**src/rtl/lcdst_pkg.sv**
```systemverilog
`default_nettype none

package lcdst_pkg;

    // Scan geometry
    localparam logic [8:0] DOTS_PER_LINE   = 9'd456;
    localparam logic [7:0] LINES_PER_FRAME = 8'd154;
    localparam logic [7:0] VBLANK_LINE     = 8'd144;
    localparam logic [8:0] OAM_SCAN_END    = 9'd80;
    localparam logic [8:0] TRANSFER_END    = 9'd252;

    // Word kinds carried on s_tuser
    localparam logic [1:0] CMD_TICK  = 2'd0;
    localparam logic [1:0] CMD_READ  = 2'd1;
    localparam logic [1:0] CMD_WRITE = 2'd2;

    // LCD modes as reported in the status register
    localparam logic [1:0] MODE_HBLANK   = 2'd0;
    localparam logic [1:0] MODE_VBLANK   = 2'd1;
    localparam logic [1:0] MODE_OAM      = 2'd2;
    localparam logic [1:0] MODE_TRANSFER = 2'd3;

    // Register map
    localparam logic [15:0] ADDR_LCDC = 16'hFF40;
    localparam logic [15:0] ADDR_STAT = 16'hFF41;
    localparam logic [15:0] ADDR_SCY  = 16'hFF42;
    localparam logic [15:0] ADDR_SCX  = 16'hFF43;
    localparam logic [15:0] ADDR_LY   = 16'hFF44;
    localparam logic [15:0] ADDR_LYC  = 16'hFF45;
    localparam logic [15:0] ADDR_BGP  = 16'hFF47;
    localparam logic [15:0] ADDR_OBP0 = 16'hFF48;
    localparam logic [15:0] ADDR_OBP1 = 16'hFF49;
    localparam logic [15:0] ADDR_WY   = 16'hFF4A;
    localparam logic [15:0] ADDR_WX   = 16'hFF4B;

    localparam logic [7:0] UNMAPPED_READ = 8'hFF;

    // Bit positions
    localparam int LCDC_ENABLE    = 7;
    localparam int STAT_LYC_FLAG  = 2;
    localparam int STAT_HBLANK_IE = 3;
    localparam int STAT_VBLANK_IE = 4;
    localparam int STAT_OAM_IE    = 5;
    localparam int STAT_LYC_IE    = 6;

    typedef struct packed {
        logic [1:0]  command;
        logic [7:0]  cycles;
        logic [15:0] address;
        logic [7:0]  write_data;
    } item_t;

    typedef struct packed {
        logic [7:0] read_data;
        logic       vblank_irq;
        logic       stat_irq;
        logic       frame_ready;
        logic       render_start;
        logic [7:0] render_line;
    } result_t;

endpackage

`default_nettype wire

```
**src/rtl/lcdst_in_stage.sv**
```systemverilog
`default_nettype none

module lcdst_in_stage (
    input  wire logic            aclk,
    input  wire logic            aresetn,
    input  wire logic            s_tvalid,
    output logic                 s_tready,
    input  wire lcdst_pkg::item_t s_item,
    input  wire logic            take,
    output logic                 item_valid,
    output lcdst_pkg::item_t     item
);

    logic             valid_reg;
    lcdst_pkg::item_t item_reg;

    // The register may refill in the same cycle as its word moves on.
    assign s_tready   = !valid_reg || take;
    assign item_valid = valid_reg;
    assign item       = item_reg;

    always_ff @(posedge aclk) begin
        if (!aresetn) begin
            valid_reg <= 1'b0;
        end else if (s_tready) begin
            valid_reg <= s_tvalid;
        end
    end

    always_ff @(posedge aclk) begin
        if (s_tvalid && s_tready) begin
            item_reg <= s_item;
        end
    end

endmodule

`default_nettype wire

```
**src/rtl/lcdst_engine.sv**
```systemverilog
`default_nettype none

module lcdst_engine (
    input  wire logic             aclk,
    input  wire logic             aresetn,
    input  wire logic             fire,
    input  wire lcdst_pkg::item_t item,
    output lcdst_pkg::result_t    result
);

    logic [7:0] lcd_control_reg, lcd_control_next;
    logic [6:0] status_bits_reg, status_bits_next;
    logic [7:0] scroll_y_reg, scroll_y_next;
    logic [7:0] scroll_x_reg, scroll_x_next;
    logic [7:0] line_number_reg, line_number_next;
    logic [7:0] line_compare_reg, line_compare_next;
    logic [7:0] bg_palette_reg, bg_palette_next;
    logic [7:0] obj_palette_zero_reg, obj_palette_zero_next;
    logic [7:0] obj_palette_one_reg, obj_palette_one_next;
    logic [7:0] window_y_reg, window_y_next;
    logic [7:0] window_x_reg, window_x_next;
    logic [8:0] dot_count_reg, dot_count_next;
    logic [1:0] lcd_mode_reg, lcd_mode_next;

    logic       enabled;
    logic [9:0] dot_sum;
    logic       line_wrap;
    logic [8:0] dot_wrapped;
    logic [8:0] line_inc;
    logic [7:0] tick_line;
    logic       coincide;
    logic [6:0] tick_status;
    logic [1:0] tick_mode;
    logic       lyc_req;
    logic [7:0] read_value;

    assign enabled = lcd_control_reg[lcdst_pkg::LCDC_ENABLE];

    // A tick carries at most 255 dots, so at most one line boundary is crossed.
    always_comb begin
        dot_sum     = {1'b0, dot_count_reg} + {2'b00, item.cycles};
        line_wrap   = dot_sum >= {1'b0, lcdst_pkg::DOTS_PER_LINE};
        dot_wrapped = line_wrap ? 9'(dot_sum - {1'b0, lcdst_pkg::DOTS_PER_LINE})
                                : dot_sum[8:0];
        line_inc    = {1'b0, line_number_reg} + 9'd1;
        if (!line_wrap) begin
            tick_line = line_number_reg;
        end else if (line_inc >= {1'b0, lcdst_pkg::LINES_PER_FRAME}) begin
            tick_line = 8'd0;
        end else begin
            tick_line = line_inc[7:0];
        end

        coincide    = tick_line == line_compare_reg;
        tick_status = status_bits_reg;
        lyc_req     = 1'b0;
        if (line_wrap) begin
            tick_status[lcdst_pkg::STAT_LYC_FLAG] = coincide;
            lyc_req = coincide && status_bits_reg[lcdst_pkg::STAT_LYC_IE];
        end

        if (tick_line >= lcdst_pkg::VBLANK_LINE) begin
            tick_mode = lcdst_pkg::MODE_VBLANK;
        end else if (dot_wrapped < lcdst_pkg::OAM_SCAN_END) begin
            tick_mode = lcdst_pkg::MODE_OAM;
        end else if (dot_wrapped < lcdst_pkg::TRANSFER_END) begin
            tick_mode = lcdst_pkg::MODE_TRANSFER;
        end else begin
            tick_mode = lcdst_pkg::MODE_HBLANK;
        end
    end

    always_comb begin
        case (item.address)
            lcdst_pkg::ADDR_LCDC: read_value = lcd_control_reg;
            lcdst_pkg::ADDR_STAT: read_value = {1'b1, status_bits_reg[6:2], lcd_mode_reg};
            lcdst_pkg::ADDR_SCY:  read_value = scroll_y_reg;
            lcdst_pkg::ADDR_SCX:  read_value = scroll_x_reg;
            lcdst_pkg::ADDR_LY:   read_value = line_number_reg;
            lcdst_pkg::ADDR_LYC:  read_value = line_compare_reg;
            lcdst_pkg::ADDR_BGP:  read_value = bg_palette_reg;
            lcdst_pkg::ADDR_OBP0: read_value = obj_palette_zero_reg;
            lcdst_pkg::ADDR_OBP1: read_value = obj_palette_one_reg;
            lcdst_pkg::ADDR_WY:   read_value = window_y_reg;
            lcdst_pkg::ADDR_WX:   read_value = window_x_reg;
            default:              read_value = lcdst_pkg::UNMAPPED_READ;
        endcase
    end

    always_comb begin
        lcd_control_next      = lcd_control_reg;
        status_bits_next      = status_bits_reg;
        scroll_y_next         = scroll_y_reg;
        scroll_x_next         = scroll_x_reg;
        line_number_next      = line_number_reg;
        line_compare_next     = line_compare_reg;
        bg_palette_next       = bg_palette_reg;
        obj_palette_zero_next = obj_palette_zero_reg;
        obj_palette_one_next  = obj_palette_one_reg;
        window_y_next         = window_y_reg;
        window_x_next         = window_x_reg;
        dot_count_next        = dot_count_reg;
        lcd_mode_next         = lcd_mode_reg;
        result                = '0;

        case (item.command)
            lcdst_pkg::CMD_TICK: begin
                if (enabled) begin
                    dot_count_next   = dot_wrapped;
                    line_number_next = tick_line;
                    status_bits_next = tick_status;
                    lcd_mode_next    = tick_mode;
                    result.stat_irq  = lyc_req;
                    if (tick_mode != lcd_mode_reg) begin
                        case (tick_mode)
                            lcdst_pkg::MODE_OAM: begin
                                if (tick_status[lcdst_pkg::STAT_OAM_IE]) begin
                                    result.stat_irq = 1'b1;
                                end
                            end
                            lcdst_pkg::MODE_TRANSFER: begin
                                result.render_start = 1'b1;
                                result.render_line  = tick_line;
                            end
                            lcdst_pkg::MODE_HBLANK: begin
                                if (tick_status[lcdst_pkg::STAT_HBLANK_IE]) begin
                                    result.stat_irq = 1'b1;
                                end
                            end
                            default: begin
                                result.vblank_irq  = 1'b1;
                                result.frame_ready = 1'b1;
                                if (tick_status[lcdst_pkg::STAT_VBLANK_IE]) begin
                                    result.stat_irq = 1'b1;
                                end
                            end
                        endcase
                    end
                end
            end
            lcdst_pkg::CMD_READ: begin
                result.read_data = read_value;
            end
            lcdst_pkg::CMD_WRITE: begin
                case (item.address)
                    lcdst_pkg::ADDR_LCDC: begin
                        // Switching the panel off parks the scan at line 0, dot 0.
                        if (enabled && !item.write_data[lcdst_pkg::LCDC_ENABLE]) begin
                            line_number_next = 8'd0;
                            dot_count_next   = 9'd0;
                            lcd_mode_next    = lcdst_pkg::MODE_HBLANK;
                        end
                        lcd_control_next = item.write_data;
                    end
                    lcdst_pkg::ADDR_STAT: begin
                        status_bits_next = {item.write_data[6:3],
                                            status_bits_reg[lcdst_pkg::STAT_LYC_FLAG], 2'b00};
                    end
                    lcdst_pkg::ADDR_SCY:  scroll_y_next         = item.write_data;
                    lcdst_pkg::ADDR_SCX:  scroll_x_next         = item.write_data;
                    lcdst_pkg::ADDR_LYC:  line_compare_next     = item.write_data;
                    lcdst_pkg::ADDR_BGP:  bg_palette_next       = item.write_data;
                    lcdst_pkg::ADDR_OBP0: obj_palette_zero_next = item.write_data;
                    lcdst_pkg::ADDR_OBP1: obj_palette_one_next  = item.write_data;
                    lcdst_pkg::ADDR_WY:   window_y_next         = item.write_data;
                    lcdst_pkg::ADDR_WX:   window_x_next         = item.write_data;
                    default: begin
                    end
                endcase
            end
            default: begin
            end
        endcase
    end

    always_ff @(posedge aclk) begin
        if (!aresetn) begin
            lcd_control_reg      <= '0;
            status_bits_reg      <= '0;
            scroll_y_reg         <= '0;
            scroll_x_reg         <= '0;
            line_number_reg      <= '0;
            line_compare_reg     <= '0;
            bg_palette_reg       <= '0;
            obj_palette_zero_reg <= '0;
            obj_palette_one_reg  <= '0;
            window_y_reg         <= '0;
            window_x_reg         <= '0;
            dot_count_reg        <= '0;
            lcd_mode_reg         <= lcdst_pkg::MODE_HBLANK;
        end else if (fire) begin
            lcd_control_reg      <= lcd_control_next;
            status_bits_reg      <= status_bits_next;
            scroll_y_reg         <= scroll_y_next;
            scroll_x_reg         <= scroll_x_next;
            line_number_reg      <= line_number_next;
            line_compare_reg     <= line_compare_next;
            bg_palette_reg       <= bg_palette_next;
            obj_palette_zero_reg <= obj_palette_zero_next;
            obj_palette_one_reg  <= obj_palette_one_next;
            window_y_reg         <= window_y_next;
            window_x_reg         <= window_x_next;
            dot_count_reg        <= dot_count_next;
            lcd_mode_reg         <= lcd_mode_next;
        end
    end

    a_dot_in_range: assert property (@(posedge aclk) disable iff (!aresetn)
        dot_count_reg < lcdst_pkg::DOTS_PER_LINE)
        else $error("dot counter left the line");

    a_line_in_range: assert property (@(posedge aclk) disable iff (!aresetn)
        line_number_reg < lcdst_pkg::LINES_PER_FRAME)
        else $error("line counter left the frame");

    a_render_enters_transfer: assert property (@(posedge aclk) disable iff (!aresetn)
        fire && result.render_start |=> lcd_mode_reg == lcdst_pkg::MODE_TRANSFER)
        else $error("render strobe without entry to transfer mode");

    a_disabled_tick_holds: assert property (@(posedge aclk) disable iff (!aresetn)
        fire && item.command == lcdst_pkg::CMD_TICK && !enabled
        |=> $stable(dot_count_reg) && $stable(line_number_reg) && $stable(lcd_mode_reg))
        else $error("scan moved while the panel is off");

    a_bus_no_events: assert property (@(posedge aclk) disable iff (!aresetn)
        item.command != lcdst_pkg::CMD_TICK
        |-> !result.vblank_irq && !result.stat_irq && !result.render_start)
        else $error("register access raised a scan event");

endmodule

`default_nettype wire

```
**src/rtl/lcdst_out_stage.sv**
```systemverilog
`default_nettype none

module lcdst_out_stage (
    input  wire logic               aclk,
    input  wire logic               aresetn,
    input  wire logic               load,
    input  wire lcdst_pkg::result_t result,
    output logic                    free,
    output logic                    m_tvalid,
    input  wire logic               m_tready,
    output lcdst_pkg::result_t      m_result
);

    logic               valid_reg;
    lcdst_pkg::result_t result_reg;

    assign free     = !valid_reg || m_tready;
    assign m_tvalid = valid_reg;
    assign m_result = result_reg;

    always_ff @(posedge aclk) begin
        if (!aresetn) begin
            valid_reg <= 1'b0;
        end else if (free) begin
            valid_reg <= load;
        end
    end

    always_ff @(posedge aclk) begin
        if (load) begin
            result_reg <= result;
        end
    end

endmodule

`default_nettype wire

```
**src/rtl/lcd_scan_timing_registers_core.sv**
```systemverilog
// LCD scan timing and register block. Each input word is a dot tick, a
// register read or a register write (kind on s_tuser), and each word gives
// exactly one result word on the m_ side. A word is registered on entry,
// worked on once the output register is free, by the dot and line arithmetic
// and the register decode, and the result lands in an output register; the
// block therefore takes one word every cycle unless m_tready holds it back,
// and m_tvalid rises once a word has passed the entry and output registers.
// The output register lets a new word enter while a finished
// result still waits for m_tready; s_tready falls only when both the entry
// and output registers are full and m_tready is low. While bit 7 of the
// control register is set, a tick advances the dot counter of the 456-dot
// line and the 154-line frame, refreshes the LY=LYC flag on a line change
// and reports the interrupts, frame-ready and render-start pulses that the
// resulting mode change raises. Reads of unmapped addresses return 0xFF.
`default_nettype none

module lcd_scan_timing_registers_core (
    input  wire logic        aclk,
    input  wire logic        aresetn,
    input  wire logic        s_tvalid,
    output logic             s_tready,
    // cycles [7:0], address [23:8], write_data [31:24]
    input  wire logic [31:0] s_tdata,
    // command [1:0]
    input  wire logic [1:0]  s_tuser,
    output logic             m_tvalid,
    input  wire logic        m_tready,
    // read_data [7:0], vblank_irq [8], stat_irq [9], frame_ready [10],
    // render_start [11], render_line [19:12], zero [23:20]
    output logic [23:0]      m_tdata
);

    lcdst_pkg::item_t   s_item;
    lcdst_pkg::item_t   item;
    lcdst_pkg::result_t result;
    lcdst_pkg::result_t m_result;
    logic               item_valid;
    logic               out_free;
    logic               fire;

    // Unpack the input word into its fields.
    assign s_item.command    = s_tuser;
    assign s_item.cycles     = s_tdata[7:0];
    assign s_item.address    = s_tdata[23:8];
    assign s_item.write_data = s_tdata[31:24];

    // A word is processed when it sits in the entry register and the output
    // register can take its result in the same edge.
    assign fire = item_valid && out_free;

    lcdst_in_stage u_in_stage (
        .aclk       (aclk),
        .aresetn    (aresetn),
        .s_tvalid   (s_tvalid),
        .s_tready   (s_tready),
        .s_item     (s_item),
        .take       (out_free),
        .item_valid (item_valid),
        .item       (item)
    );

    lcdst_engine u_engine (
        .aclk    (aclk),
        .aresetn (aresetn),
        .fire    (fire),
        .item    (item),
        .result  (result)
    );

    lcdst_out_stage u_out_stage (
        .aclk     (aclk),
        .aresetn  (aresetn),
        .load     (fire),
        .result   (result),
        .free     (out_free),
        .m_tvalid (m_tvalid),
        .m_tready (m_tready),
        .m_result (m_result)
    );

    // Pack the result word, highest field first.
    assign m_tdata = {4'b0000,
                      m_result.render_line,
                      m_result.render_start,
                      m_result.frame_ready,
                      m_result.stat_irq,
                      m_result.vblank_irq,
                      m_result.read_data};

endmodule

`default_nettype wire

```
**config.mk**
```make
export PLATFORM = sky130hd
export DESIGN_NAME = lcd_scan_timing_registers_core
export DESIGN_NICKNAME = d
export VERILOG_FILES = /design/src/rtl/lcdst_pkg.sv /design/src/rtl/lcdst_in_stage.sv /design/src/rtl/lcdst_engine.sv /design/src/rtl/lcdst_out_stage.sv /design/src/rtl/lcd_scan_timing_registers_core.sv
export SDC_FILE = /design/constraint.sdc
export NUM_CORES = 1
export LEC_CHECK = 0
export BUFFER_PORTS_ARGS = -buffer_cell sky130_fd_sc_hd__buf_2
export CAP_MARGIN = 10
export CORE_ASPECT_RATIO = 0.6
export CORE_UTILIZATION = 40
export CTS_BUF_LIST = sky130_fd_sc_hd__clkbuf_2
export DETAILED_ROUTE_END_ITERATION = 10
export SLEW_MARGIN = 10
export SYNTH_ARGS = -nofsm -noshare
export SYNTH_HDL_FRONTEND = slang
export SYNTH_HIERARCHICAL = 1
export SYNTH_SLANG_ARGS = --single-unit
```
**constraint.sdc**
```tcl
create_clock -name aclk -period 4.9 [get_ports aclk]
set_input_delay 0.98 -clock aclk [delete_from_list [all_inputs] [get_ports aclk]]
set_output_delay 0.98 -clock aclk [all_outputs]
set_load 0.05 [all_outputs]
```
Yosys cells after proc, flatten, opt, wreduce, memory -nomap -nowiden
Cells that the tools add are included.
- add/sub/neg operators: 3
- $lt $le $gt $ge: 5
- equal/unequal tests: 20
- multiplexer cells: 31
- bitwise operators: 2
- reduce and logical (&&, ||, !) cells: 28
- operator list (cell ; count):
    == test 16 bit, second input constant ; 11
    one-hot mux 8 bit (11 select lines) ; 1
    2-to-1 mux 9 bit ; 5
    2-to-1 mux 8 bit ; 5
    AND reduction 3 bit ; 10
    one-hot mux 9 bit (2 select lines) ; 1
    one-hot mux 8 bit (2 select lines) ; 1
    one-hot mux 7 bit (2 select lines) ; 1
    2-to-1 mux 2 bit ; 6
    2-to-1 mux 11 bit ; 1
    adder 9 x 8 -> 10 bit ; 1
    greater-or-equal comparator 10 x 9 -> 1 bit, second input constant ; 1
    AND reduction 5 bit ; 2
    adder 8 x 1 -> 9 bit, second input constant ; 1
    greater-or-equal comparator 9 x 8 -> 1 bit, second input constant ; 1
    less-than comparator 9 x 7 -> 1 bit, second input constant ; 1
    less-than comparator 9 x 8 -> 1 bit, second input constant ; 1
    subtractor 9 bit, second input constant ; 1
    == test 8 bit ; 1
    greater-or-equal comparator 8 bit, second input constant ; 1
    AND reduction 4 bit ; 2
    2-to-1 mux 7 bit ; 1
    == test 2 bit, second input constant ; 3
    2-to-1 mux 1 bit ; 6
    other kinds (14) ; 24
- bits in registers: 153
- output and inout port bits: 26

Logic depth before layout (Yosys ltp)
Gate-level depths: netlist of the first run.
- depth in word-level cells: 11
- gate-level depth with buffers: 15

By module
The synthesis of the first run kept the hierarchy.
- by module, submodules not included (module ; instances ; cells an instance ; area an instance (µm²)):
    lcdst_engine ; 1 ; 734 ; 6124.6
    lcdst_in_stage ; 1 ; 39 ; 1078.5
    lcdst_out_stage ; 1 ; 24 ; 649.4
    lcd_scan_timing_registers_core ; 1 ; 6 ; 40.0

Least setup slack after synthesis of the first run
Ideal clock, no wire load.
- path kind: register to register
- from: register u_in_stage.item_reg, in the netlist u_in_stage/item[24]
- to: register u_out_stage.result_reg, in the netlist u_out_stage/m_result[10] (data pin)
- setup time: 0.135 ns
- arrival: 3.326 ns
- data required time: 4.765 ns
- slack: 1.439 ns
- stages on the path, launching flop included: 16
- path buffers: 0
- cell sequence: edfxtp_1 > ha_1 > inv_1 > fa_1 > nand2b_1 > a21oi_1 > xor2_1 > inv_1 > ha_1 > nand2_1 > a21o_1 > o311a_1 > nor3b_1 > a31oi_1 > or4_1 > nand3_1
- cells in the longest elaborated chain, start to end: 10
- elaborated cells between the ends (all ways): 23
- ends and longest elaborated chain (element ; RTL line ; RTL):
    from (decl) ; lcdst_in_stage.sv:15 ; lcdst_pkg::item_t item_reg;
    from (signal assigned) ; lcdst_in_stage.sv:32 ; item_reg <= s_item;
    adder 9 x 8 -> 10 bit * ; lcdst_engine.sv:41 ; dot_sum = {1'b0, dot_count_reg} + {2'b00, item.cycles};
    subtractor 9 bit or greater-or-equal comparator 10 x 9 -> 1 bit (tied branches) ; lcdst_engine.sv:43, lcdst_engine.sv:42 ;
    2-to-1 mux 9 bit ; lcdst_engine.sv:43 ; dot_wrapped = line_wrap ? 9'(dot_sum - {1'b0, lcdst_pkg::DOTS_PER_LINE})
    less-than comparator 9 x 8 -> 1 bit ; lcdst_engine.sv:66 ; end else if (dot_wrapped < lcdst_pkg::TRANSFER_END) begin
    2-to-1 mux 2 bit ; lcdst_engine.sv:66 ;
    2-to-1 mux 2 bit ; lcdst_engine.sv:64 ; end else if (dot_wrapped < lcdst_pkg::OAM_SCAN_END) begin
    2-to-1 mux 2 bit ; lcdst_engine.sv:62 ; if (tick_line >= lcdst_pkg::VBLANK_LINE) begin
    == test 2 bit or logical NOT 2 bit (tied branches) ; lcdst_engine.sv:115 ; case (tick_mode)
    one-hot mux 1 bit (3 select lines) ; lcdst_engine.sv:115 ;
    2-to-1 mux 11 bit * ; lcdst_engine.sv:114 ; if (tick_mode != lcd_mode_reg) begin
    to (signal assigned) ; lcdst_out_stage.sv:31 ; result_reg <= result;
    to (decl) ; lcdst_out_stage.sv:15 ; lcdst_pkg::result_t result_reg;
Mark *: on every way between the ends. The rest lies on a longest branch, timed or not.
A chain may end at the register's enable or synchronous reset.

Worst setup path after layout of the first run
- from: register u_in_stage.item_reg, in the netlist u_in_stage/item[24]
- to: register u_out_stage.result_reg, in the netlist u_out_stage/m_result[0] (data pin)
- cells in the longest elaborated chain, start to end: 9
- elaborated cells between the ends (all ways): 14
- ends and longest elaborated chain (element ; RTL line):
    adder 9 x 8 -> 10 bit * ; lcdst_engine.sv:41
    subtractor 9 bit or greater-or-equal comparator 10 x 9 -> 1 bit (tied branches) ; lcdst_engine.sv:43, lcdst_engine.sv:42
    2-to-1 mux 9 bit ; lcdst_engine.sv:43
    less-than comparator 9 x 8 -> 1 bit ; lcdst_engine.sv:66
    2-to-1 mux 2 bit ; lcdst_engine.sv:66
    2-to-1 mux 2 bit ; lcdst_engine.sv:64
    2-to-1 mux 2 bit ; lcdst_engine.sv:62
    == test 2 bit or inequality test 2 bit (tied branches) ; lcdst_engine.sv:115, lcdst_engine.sv:114
    AND reduction 4 bit (no line) ; --
Marks and branches as above.

==> metrics.txt, run 1 <==
number of buffers on the longest clock path 2; startpoint of the tightest hold check path s_tdata[7]; overall fraction of global-route tracks in use 20.4%; clock network fraction of design power between 30% and 40%; placed wire-length estimate after detailed placement between 10000 and 15000 um; wire length of the first global-routing pass 31700 um; Core ar. 19200 um^2; DRC violation count after routing 0; post-synthesis share of cell area spent on xor and xnor gates about 1.8%; critical path data required time around 5.4 ns; via count of the first global-routing pass about 5500; Layout Utilization ~45%; share of layout cells above drive strength 1 14.7%; count of nets left with antenna violations after detail routing 0; count of inserted antenna diode cells 0; RSZ-0062 raised after global routing no; share of flip-flops with an asynchronous set or reset 0%; worst setup slack for register-to-register paths about 0.64 ns; endpoint type of the worst setup path register; CTS HTree Levels 4; static leakage around 3.2 nW; maximum clock frequency approximately 230 MHz; setup violators final 0; clock latency on the worst-skew pair roughly 0.76 ns; Min Clock Period, post-route between 4 and 5 ns; outcome finished clean; Layout Area Growth over Synthesis 9.26%; count of TritonRoute iterations in the first routing pass 5; number of top-level design ports 64; library cell occupying the most area in the post-synthesis netlist sky130_fd_sc_hd__dfxtp_1; count of instances resized after the clock tree is built 0; Worst Reg-to-Reg Cells 13; filler-free cell count of the finished design between 1000 and 1500; Internal Dissipation roughly 0.0017 W; ratio of routed vias to standard cells around 5.5; final count of pins violating max slew 0; max reg flops 34; critical path's slowest cell sky130_fd_sc_hd__o31ai_4; peak per-stage delay on the critical path approximately 0.67 ns; worst reg2reg endpoint u_out_stage/m_result[0]; Cell Area, Synth between 7000 and 8000 um^2; worst min path class input pin to register; CTS sink cnt between 150 and 200; DRT iter0 DRCs approximately 560; Hold Vio Cnt, Final 0; mean instance size in the synthesized netlist slightly below 10 um^2; kind of start point of the critical path register; port bufs 59; power spent charging and discharging nets 0.000613 W; post-CTS setup buffer count 0; combinational share of power 6.9%; width of the die about 180 um; leading register cell type out of synthesis sky130_fd_sc_hd__dfxtp_1; Period Utilization, post-route 86.9%; Die ar. 20300 um^2; category of the most critical setup path register to register; Worst Hold Path EP u_in_stage/item[31]; worst-case vdd ir drop between 0.0002 and 0.00025 V; largest cells by area after synthesis sky130_fd_sc_hd__dfxtp_1, sky130_fd_sc_hd__edfxtp_1, sky130_fd_sc_hd__mux2i_1; total grt overflow 0; Yosys Warn Count 6; Post-synth EDFFs between 50 and 60; Synth cell types slightly below 80; total placed cells including tap cells 1079; area fraction in and, or, nand and nor cells after synthesis ~20%; number of cells produced by synthesis roughly 800; post-synthesis register bit count between 150 and 200; Power Total 0.00235 W; multiplexer fraction of the synthesized cell area roughly a tenth; accumulated negative setup slack 0 ns; Initial Util between 40% and 50%; total wire length 20100 um; complex-gate fraction of the synthesized area ~16%; total power density per cell area between 200 and 300 nW/um^2; crit path cell chain ha_1 > inv_1 > fa_1 > nand2b_1 > a21oi_1 > xor2_1 > o211ai_1 > o31ai_4 > a21oi_2 > o41ai_4 > and2b_1 > nand2_1 > nor2_1; routed length per instance about 18 um; maximum capacitance violations 0; weighted congestion at the end of routability-driven global placement a little over 0.9; number of core rows 39; Arr. time, crit path approximately 4.7 ns; total CTS buffers 17; sequential cell area fraction in the yosys report a little under half; transition at the pin with the smallest max-transition slack 1.15 ns; worst reg2reg path startpoint u_in_stage/item[24]; commonest cells in the synthesized netlist sky130_fd_sc_hd__dfxtp_1, sky130_fd_sc_hd__nand2_1, sky130_fd_sc_hd__nor2b_1, sky130_fd_sc_hd__mux2i_1, sky130_fd_sc_hd__edfxtp_1; clock-pin slew on the worst setup and hold paths between 0.2 and 0.25 ns; combinational family with the most area after synthesis simple AND/OR/NAND/NOR gates; CTS Root Buffer Type sky130_fd_sc_hd__clkbuf_2; net switching share of the total power a little over a quarter; NumNets Final between 800 and 900; total number of vias around 6000; number of stages on the worst hold path 1; maximum clock skew at final layout 0.0464 ns; antenna violations before repair 1; Yosys top cell area share 24.9%; most frequently used cell type in the post-synthesis netlist sky130_fd_sc_hd__dfxtp_1; pin count of the biggest net entering global routing 99; Post-Synth Adder-Cell Area under 10%; maximum fanout count along the critical path 14; # hold bufs at CTS 0; clock tree from TritonCTS yes; worst slew slack as a fraction of its limit between 20 and 25%; sequential power share between 50 and 60%; vertical extent of the die 111 um
## cell families after synthesis
| group | Yosys count |
|---|---|
| AO/OA/AOI/OAI | 176 |
| XOR/XNOR | 16 |
| flip-flops | 152 |
| buffers and inverters | 76 |
| other | 1 |
| multiplexers | 71 |
| AND/OR/NAND/NOR | 299 |
| adder cells (fa/ha/maj) | 12 |
## stage by stage
stage	cell area (um^2)	setup WS [ns]	hold WS, ns
2_1_floorplan	7900	1.44	0.440
3_3_place_gp	8340	0.926	0.454
3_5_place_dp	8340	0.711	0.459
4_1_cts	8620	0.650	0.320
5_1_grt	8620	0.357	0.282
6_report	8620	0.641	0.383
## layout make-up
type	instances	area, um^2
timing repair buffer	69	373
fill	1855	10600
sequential	152	3580
tap	266	333
clock inverter	13	193
multi-input combinational	578	3990
clock buffer	19	95.1
inverter	14	52.6
## routing by layer
metal / part of all wire (%) / track usage, % / wire length [um]
met1: 55 / 34.3 / 11100
met2: 36 / 23.8 / 7260
met3: 7.9 / 6.44 / 1590
met4: 0.63 / 4.39 / 126
met5: 0 / 0 / 0
## worst max path at each step
stage / from / to / cells after the start
2_1_floorplan: u_in_stage/item[24] / u_out_stage/m_result[10] / 15
3_3_place_gp: u_in_stage/item[24] / u_out_stage/m_result[0] / 13
3_5_place_dp: u_in_stage/item[24] / u_out_stage/m_result[5] / 13
4_1_cts: u_in_stage/item[24] / u_out_stage/m_result[0] / 13
5_1_grt: u_engine/dot_count_reg[0] / u_out_stage/m_result[0] / 13
6_report: u_in_stage/item[24] / u_out_stage/m_result[0] / 13
## critical path, delay by kind of cell, from the launching register on
family,cells,cell delay [ns]
AND/OR/NAND/NOR,4,0.85
XOR/XNOR,1,0.38
AO/OA/AOI/OAI,5,1.73
adder cells (fa/ha/maj),2,0.58
buffers and inverters,1,0.06
flip-flops,1,0.39
## cell usage in the layout, fill, tap and decap left out, types with 5 or more instances in the layout
| master | n |
|---|---|
| sky130_fd_sc_hd__a31oi_1 | 9 |
| sky130_fd_sc_hd__o21ai_0 | 25 |
| sky130_fd_sc_hd__a221oi_1 | 17 |
| sky130_fd_sc_hd__buf_4 | 11 |
| sky130_fd_sc_hd__a21boi_0 | 25 |
| sky130_fd_sc_hd__xnor2_1 | 9 |
| sky130_fd_sc_hd__and2_1 | 14 |
| sky130_fd_sc_hd__and3_1 | 9 |
| sky130_fd_sc_hd__nand3_1 | 38 |
| sky130_fd_sc_hd__xor2_1 | 7 |
| sky130_fd_sc_hd__dfxtp_1 | 98 |
| sky130_fd_sc_hd__nand4_1 | 8 |
| sky130_fd_sc_hd__nor3_1 | 11 |
| sky130_fd_sc_hd__o21a_1 | 6 |
| sky130_fd_sc_hd__nor2b_1 | 66 |
| sky130_fd_sc_hd__a22oi_1 | 6 |
| sky130_fd_sc_hd__buf_2 | 58 |
| sky130_fd_sc_hd__clkbuf_2 | 19 |
| sky130_fd_sc_hd__nand2_1 | 68 |
| sky130_fd_sc_hd__or3_1 | 7 |
| sky130_fd_sc_hd__a21o_1 | 6 |
| sky130_fd_sc_hd__mux2i_1 | 63 |
| sky130_fd_sc_hd__a21oi_1 | 35 |
| sky130_fd_sc_hd__edfxtp_1 | 54 |
| sky130_fd_sc_hd__mux4_2 | 8 |
| sky130_fd_sc_hd__nor2_1 | 41 |
| sky130_fd_sc_hd__o211ai_1 | 5 |
| sky130_fd_sc_hd__ha_1 | 11 |
| sky130_fd_sc_hd__nand2b_1 | 10 |
| sky130_fd_sc_hd__inv_1 | 14 |
## power groups by stage
stage          logic (W)  clock network (W)  registers, W
3_5_place_dp    0.000160                  0       0.00139
4_1_cts         0.000160           0.000850       0.00136
5_1_grt         0.000172           0.000915       0.00137
6_report        0.000161           0.000826       0.00136
3_3_place_gp    0.000161                  0       0.00139
2_1_floorplan  0.0000992                  0       0.00140
Note: power is estimated with default switching activity, not from simulation.
==> inputs of run 2 (changes only) <==
--- a/config.mk
+++ b/config.mk
@@ -7,7 +7,6 @@
 export LEC_CHECK = 0
 export BUFFER_PORTS_ARGS = -buffer_cell sky130_fd_sc_hd__buf_2
 export CAP_MARGIN = 10
-export CORE_ASPECT_RATIO = 0.6
 export CORE_UTILIZATION = 40
 export CTS_BUF_LIST = sky130_fd_sc_hd__clkbuf_2
 export DETAILED_ROUTE_END_ITERATION = 10
==> run 2 against run 1 <==
Net effect:
- power shrank 1.9%
- critical path depth increased by 2
- via count is 0.77% lower
- sequential power hardly changed
- maximum frequency up 6.5%
- routed wire length shrank 2.0%
- combinational power barely moved
- register-to-register slack better by 0.26 ns
- cell count unchanged
- critical endpoint is now u_out_stage/m_result[10]
==> metrics.txt, run 2 (synthesis results as in run 1) <==
outcome finished clean; category of the most critical setup path register to register; CP Launch Point u_in_stage/item[24]; width of the die 142 um (-22%); Core ar. 19400 um^2 (+1.2%); Min Clock Period, post-route 4.00 ns (-0.261 ns); final count of pins violating max slew 0 (unchanged); Layout Area Growth over Synthesis 8.94%; maximum fanout count along the critical path 6 (-8); RSZ-0062 raised after global routing no; net switching share of the total power 26.7% (+0.57 points); placed wire-length estimate after detailed placement 13500 um (-3.9%); worst min path class input pin to register; weighted congestion at the end of routability-driven global placement 0.904 (-3.3%); total CTS buffers 17 (unchanged); DRT iter0 DRCs 544 (-3.0%); count of TritonRoute iterations in the first routing pass 5 (unchanged); area of all placed cells without fillers 8600 um^2 (-0.29%); CTS sink cnt 152 (unchanged); clock-pin slew on the worst setup and hold paths 0.24 ns (about the same); ratio of routed vias to standard cells 5.46 (-0.77%); overall fraction of global-route tracks in use 20.3% (-0.14 points); Initial Util 40.7% (-0.47 points); worst-case vdd ir drop 0.000218 V (+1.9%); critical path's slowest cell sky130_fd_sc_hd__or4_1; clock network fraction of design power 34.0% (-1.1 points); number of buffers on the longest clock path 2 (unchanged); worst slew slack as a fraction of its limit 25.4% (+2.3 points); endpoint type of the worst setup path register; Hold Vio Cnt, Final 0 (unchanged); clock latency on the worst-skew pair 0.72 ns (-0.04 ns); via count of the first global-routing pass 5776 (+5.3%); total number of vias 6066 (-0.77%); maximum clock frequency 250 MHz (+6.5%); critical path data required time 5.49 ns (+0.10 ns); crit path to u_out_stage/m_result[10]; filler-free cell count of the finished design 1111 (unchanged); cell area after placement 8330 um^2 (about the same); port bufs 59 (unchanged); vertical extent of the die 142 um (+29%); number of core rows 51 (+31%); Arr. time, crit path 4.59 ns (-0.15 ns); combinational share of power 6.9% (about the same); CTS Root Buffer Type sky130_fd_sc_hd__clkbuf_2; total wire length 19700 um (-2.0%); worst reg2reg path startpoint u_in_stage/item[24]; Worst Reg-to-Reg Cells 15 (+2); leading cell type in the layout, fill and taps excluded sky130_fd_sc_hd__dfxtp_1; kind of start point of the critical path register; CTS HTree Levels 4 (unchanged); maximum clock skew at final layout 0.0390 ns (-0.00740 ns); # hold bufs at CTS 0 (unchanged); Die ar. 20300 um^2 (about the same); Internal Dissipation 0.00169 W (-2.7%); crit path cell chain ha_1 > inv_1 > fa_1 > nand2b_1 > a21oi_1 > xor2_1 > inv_1 > ha_1 > nand2_1 > a21o_1 > o311a_1 > nor3b_1 > a31oi_1 > or4_1 > nand3_1; number of top-level design ports 64 (unchanged); post-CTS setup buffer count 0 (unchanged); Period Utilization, post-route 81.6% (-5.3 points); clock tree from TritonCTS yes; DRC violation count after routing 0 (unchanged); total power density per cell area 268 nW/um^2 (-1.6%); number of stages on the worst hold path 1 (unchanged); routed length per instance 17.7 um (-2.0%); top library cells by usage in the layout, fill and taps aside sky130_fd_sc_hd__dfxtp_1, sky130_fd_sc_hd__nand2_1, sky130_fd_sc_hd__nor2b_1; total placed cells including tap cells 1078 (-0.093%); worst setup slack for register-to-register paths 0.90 ns (+0.26 ns); accumulated negative setup slack 0 ns (unchanged); static leakage 3.21 nW (-0.39%); maximum capacitance violations 0 (unchanged); share of layout cells above drive strength 1 14.7% (unchanged); worst reg2reg endpoint u_out_stage/m_result[10]; transition at the pin with the smallest max-transition slack 1.11 ns (-0.0348 ns); max reg flops 34 (unchanged); antenna violations before repair 1 (unchanged); total grt overflow 0 (unchanged); wire length of the first global-routing pass 31400 um (-0.98%); count of instances resized after the clock tree is built 0 (unchanged); pin count of the biggest net entering global routing 60 (-39%); power spent charging and discharging nets 0.000614 W (+0.22%); NumNets Final 882 (unchanged); setup violators final 0 (unchanged); peak per-stage delay on the critical path 0.52 ns (-0.15 ns); sequential power share 59.1% (+1.1 points); startpoint of the tightest hold check path s_tdata[15]; count of nets left with antenna violations after detail routing 0 (unchanged)
-- run 2: how the worst min path moves through the flow --
stage	endpoint	slack, ns
after CTS	u_in_stage/item[15]	0.33
after detailed placement	u_engine/bg_palette_reg[5]	0.46
final	u_in_stage/item[15]	0.40
after floorplan	u_engine/obj_palette_one_reg[6]	0.44
after global placement	u_engine/bg_palette_reg[3]	0.45
after global routing	u_in_stage/item[15]	0.28
-- run 2: critical path, delay by kind of cell, from the launching register on --
family | cells | cell delay (ns)
and+or+nand+nor | 5 | 1.31
adders and majority gates | 3 | 0.85
AOI/OAI and AO/OA | 4 | 0.69
xor gates and xnor gates | 1 | 0.40
DFF | 1 | 0.39
buffers and inverters | 2 | 0.20
-- run 2: per-layer routing --
| metal | global-route usage, % | wire, um | vias up |
|---|---|---|---|
| met4 | 6.45 | 380 | 0 |
| met3 | 4.04 | 918 | 21 |
| met5 | 0 | 0 | - |
| met1 | 27.3 | 9270 | 2896 |
| li1 | - | - | 2975 |
| met2 | 32.5 | 9150 | 174 |
-- run 2: layout make-up --
class                           count  area (um^2)
Timing Repair Buffer               69          370
Clock inverter                     12          164
Sequential cell                   152         3580
Inverter                           14         52.6
Antenna cell                        1         2.50
Fill cell                        1944        10800
Multi-Input combinational cell    578         3990
Tap cell                          265          332
Clock buffer                       20          100
-- run 2: per-stage QoR --
| stage | util [%] | hold WS (ns) | worst slack (ns) | power, W |
|---|---|---|---|---|
| after floorplan | - | 0.440 | 1.44 | 0.00150 |
| after global placement | 43.0 | 0.452 | 1.06 | 0.00155 |
| after detailed placement | 43.0 | 0.457 | 0.989 | 0.00155 |
| after CTS | 44.3 | 0.328 | 0.898 | 0.00234 |
| after global routing | 44.3 | 0.280 | 0.543 | 0.00240 |
| final | 44.3 | 0.405 | 0.902 | 0.00230 |
-- run 2: power by group through the flow --
stage	Combinational (W)	Sequential (W)	Clock (W)
4_1_cts	0.000159	0.00136	0.000814
6_report	0.000158	0.00136	0.000783
3_5_place_dp	0.000159	0.00139	0
2_1_floorplan	0.0000992	0.00140	0
3_3_place_gp	0.000158	0.00139	0
5_1_grt	0.000170	0.00137	0.000863
==> inputs of run 3 (changes only) <==
==> constraint.sdc (replaced) <==
create_clock -name aclk -period 4.1 [get_ports aclk]
set_input_delay 0.82 -clock aclk [delete_from_list [all_inputs] [get_ports aclk]]
set_output_delay 0.82 -clock aclk [all_outputs]
set_load 0.05 [all_outputs]
==> run 3 against run 2 <==
Net effect:
- combinational power up 17%
- worst setup slack got worse by 0.54 ns
- core utilization did not move
- register-to-register slack lost 0.54 ns
- via count down 0.25%
- clock skew is 0.0084 ns lower
- die area is the same
- sequential cell count did not move
- clock power is 1% higher
- routed wire length decreased by 2.0%
- critical endpoint unchanged
- highest routed layer unchanged
==> metrics.txt, run 3 (synthesis results as in run 1) <==
outcome finished clean; CTS Root Buffer Type sky130_fd_sc_hd__clkbuf_2; CTS sink cnt 152 (unchanged); total number of vias 6051 (-0.25%); category of the most critical setup path register to register; endpoint type of the worst setup path register; Die ar. 20300 um^2 (unchanged); peak per-stage delay on the critical path 0.50 ns (-0.02 ns); routed length per instance 17.3 um (-2.4%); Worst Reg-to-Reg Cells 13 (-2); post-CTS setup buffer count 0 (unchanged); crit path cell chain ha_1 > inv_1 > fa_1 > nand2b_1 > a211oi_1 > mux2i_1 > or2_2 > a31oi_4 > o2bb2ai_1 > o41ai_4 > a31oi_1 > or4_1 > nand3_1; total wire length 19300 um (-2.0%); accumulated negative setup slack 0 ns (unchanged); final count of pins violating max slew 0 (unchanged); worst setup slack for register-to-register paths 0.36 ns (-0.54 ns); CTS HTree Levels 4 (unchanged); kind of start point of the critical path register; critical path's slowest cell sky130_fd_sc_hd__or4_1; Buffers & Inverters on Critical Path 1 (-1); worst min path class input pin to register; critical path data required time 4.69 ns (-0.80 ns); total placed cells including tap cells 1082 (+0.37%); transition at the pin with the smallest max-transition slack 1.15 ns (+0.0388 ns); maximum clock frequency 268 MHz (+7.0%); number of buffers on the longest clock path 2 (unchanged); filler-free cell count of the finished design 1115 (+0.36%); Layout Area Growth over Synthesis 8.94% (unchanged); worst-case vdd ir drop 0.000204 V (-6.3%); port bufs 59 (unchanged); # hold bufs at CTS 0 (unchanged); clock latency on the worst-skew pair 0.71 ns (about the same); pin count of the biggest net entering global routing 99 (+65%); worst slew slack as a fraction of its limit 23.4% (-2.0 points); Initial Util 40.7% (unchanged); number of stages on the worst hold path 1 (unchanged); worst-case setup slack after placement 0.180 ns (-0.809 ns); worst reg2reg path startpoint u_engine/dot_count_reg[0]; startpoint of the tightest hold check path s_tdata[23]; max reg flops 34 (unchanged); clock-pin slew on the worst setup and hold paths 0.22 ns (-0.02 ns); static leakage 3.22 nW (+0.26%); setup violators final 0 (unchanged); Arr. time, crit path 4.33 ns (-0.26 ns); weighted congestion at the end of routability-driven global placement 0.914 (+1.1%); maximum clock skew at final layout 0.0305 ns (-0.00842 ns); count of TritonRoute iterations in the first routing pass 5 (unchanged); maximum fanout count along the critical path 10 (+4); via count of the first global-routing pass 5727 (-0.85%); placed wire-length estimate after detailed placement 13300 um (-1.5%); total grt overflow 0 (unchanged); Period Utilization, post-route 91.1% (+9.5 points); area of all placed cells without fillers 8600 um^2 (unchanged); DRT iter0 DRCs 376 (-31%); count of nets left with antenna violations after detail routing 0 (unchanged); worst reg2reg endpoint u_out_stage/m_result[10]; wire length of the first global-routing pass 31100 um (-1.1%); final critical-path setup slack 0.364 ns (-0.538 ns); Hold Vio Cnt, Final 0 (unchanged); number of core rows 51 (unchanged); NumNets Final 886 (+0.45%); antenna violations before repair 1 (unchanged); maximum capacitance violations 0 (unchanged); vertical extent of the die 142 um (unchanged); worst-case hold slack 0.276 ns (-0.129 ns); Min Clock Period, post-route 3.74 ns (-0.262 ns); number of top-level design ports 64 (unchanged); ratio of routed vias to standard cells 5.43 (-0.61%); share of layout cells above drive strength 1 15.3% (+0.64 points); top library cells by usage in the layout, fill and taps aside sky130_fd_sc_hd__dfxtp_1, sky130_fd_sc_hd__nand2_1, sky130_fd_sc_hd__nor2b_1; total CTS buffers 17 (unchanged); clock tree from TritonCTS yes; kind of cell with the highest combined delay on the critical path compound AO/OA/AOI/OAI gates; Worst Hold Path EP u_in_stage/item[23]; leading cell type in the layout, fill and taps excluded sky130_fd_sc_hd__dfxtp_1; overall fraction of global-route tracks in use 20.0% (-0.25 points); RSZ-0062 raised after global routing no; DRC violation count after routing 0 (unchanged); Core ar. 19400 um^2 (unchanged); width of the die 142 um (unchanged); cell area after placement 8360 um^2 (+0.39%); total power density per cell area 303 nW/um^2 (+13%)
-- run 3: routing by layer --
metal | vias to the layer above | part of all wire, % | GRT usage (%)
li1 | 2981 | - | -
met1 | 2877 | 47 | 26.7
met2 | 167 | 47 | 31.9
met3 | 26 | 4.5 | 4.10
met4 | 0 | 2.2 | 7.36
met5 | - | 0 | 0
-- run 3: cell type report --
cell class,instances,area (um^2)
flip-flops and latches,152,3580
repair buffers,73,403
clock buffers,22,110
multi-input cells,578,4010
clock inverters,10,106
diodes,1,2.50
fillers,1932,10800
well taps,265,332
inverters,14,52.6
-- run 3: repair_timing --
item,CTS,global route
setup endpoints to repair,0,10
endpoints found under the hold margin,0,0
gates resized for setup,0,3
-- run 3: worst max path at each step --
stage                                    startpoint                       end  cells past startpoint
after global routing      u_engine/dot_count_reg[0]   u_out_stage/m_result[0]                     13
after detailed placement  u_engine/dot_count_reg[0]  u_out_stage/m_result[10]                     15
after global placement          u_in_stage/item[24]  u_out_stage/m_result[10]                     15
final                     u_engine/dot_count_reg[0]  u_out_stage/m_result[10]                     13
after floorplan                 u_in_stage/item[24]  u_out_stage/m_result[10]                     15
after CTS                 u_engine/dot_count_reg[0]  u_out_stage/m_result[10]                     15
-- run 3: through the flow --
| stage | power [W] | util [%] |
|---|---|---|
| floorplan | 0.00179 | - |
| global placement | 0.00185 | 43.1 |
| detailed placement | 0.00185 | 43.1 |
| CTS | 0.00265 | 44.2 |
| global route | 0.00273 | 44.3 |
| finish | 0.00261 | 44.3 |
-- run 3: report_power, final --
part           internal, W  switching [W]
Sequential         0.00160      0.0000363
Clock             0.000285       0.000507
Combinational    0.0000640       0.000121
Total              0.00194       0.000664
-- run 3: worst reg2reg max path: cells and delay by family, from the launching register on --
kind,cells,cell delay [ns]
simple gates,4,1.15
buf+inv,1,0.06
flops,1,0.38
fa+ha+maj,2,0.57
compound gates,5,1.33
mux,1,0.14
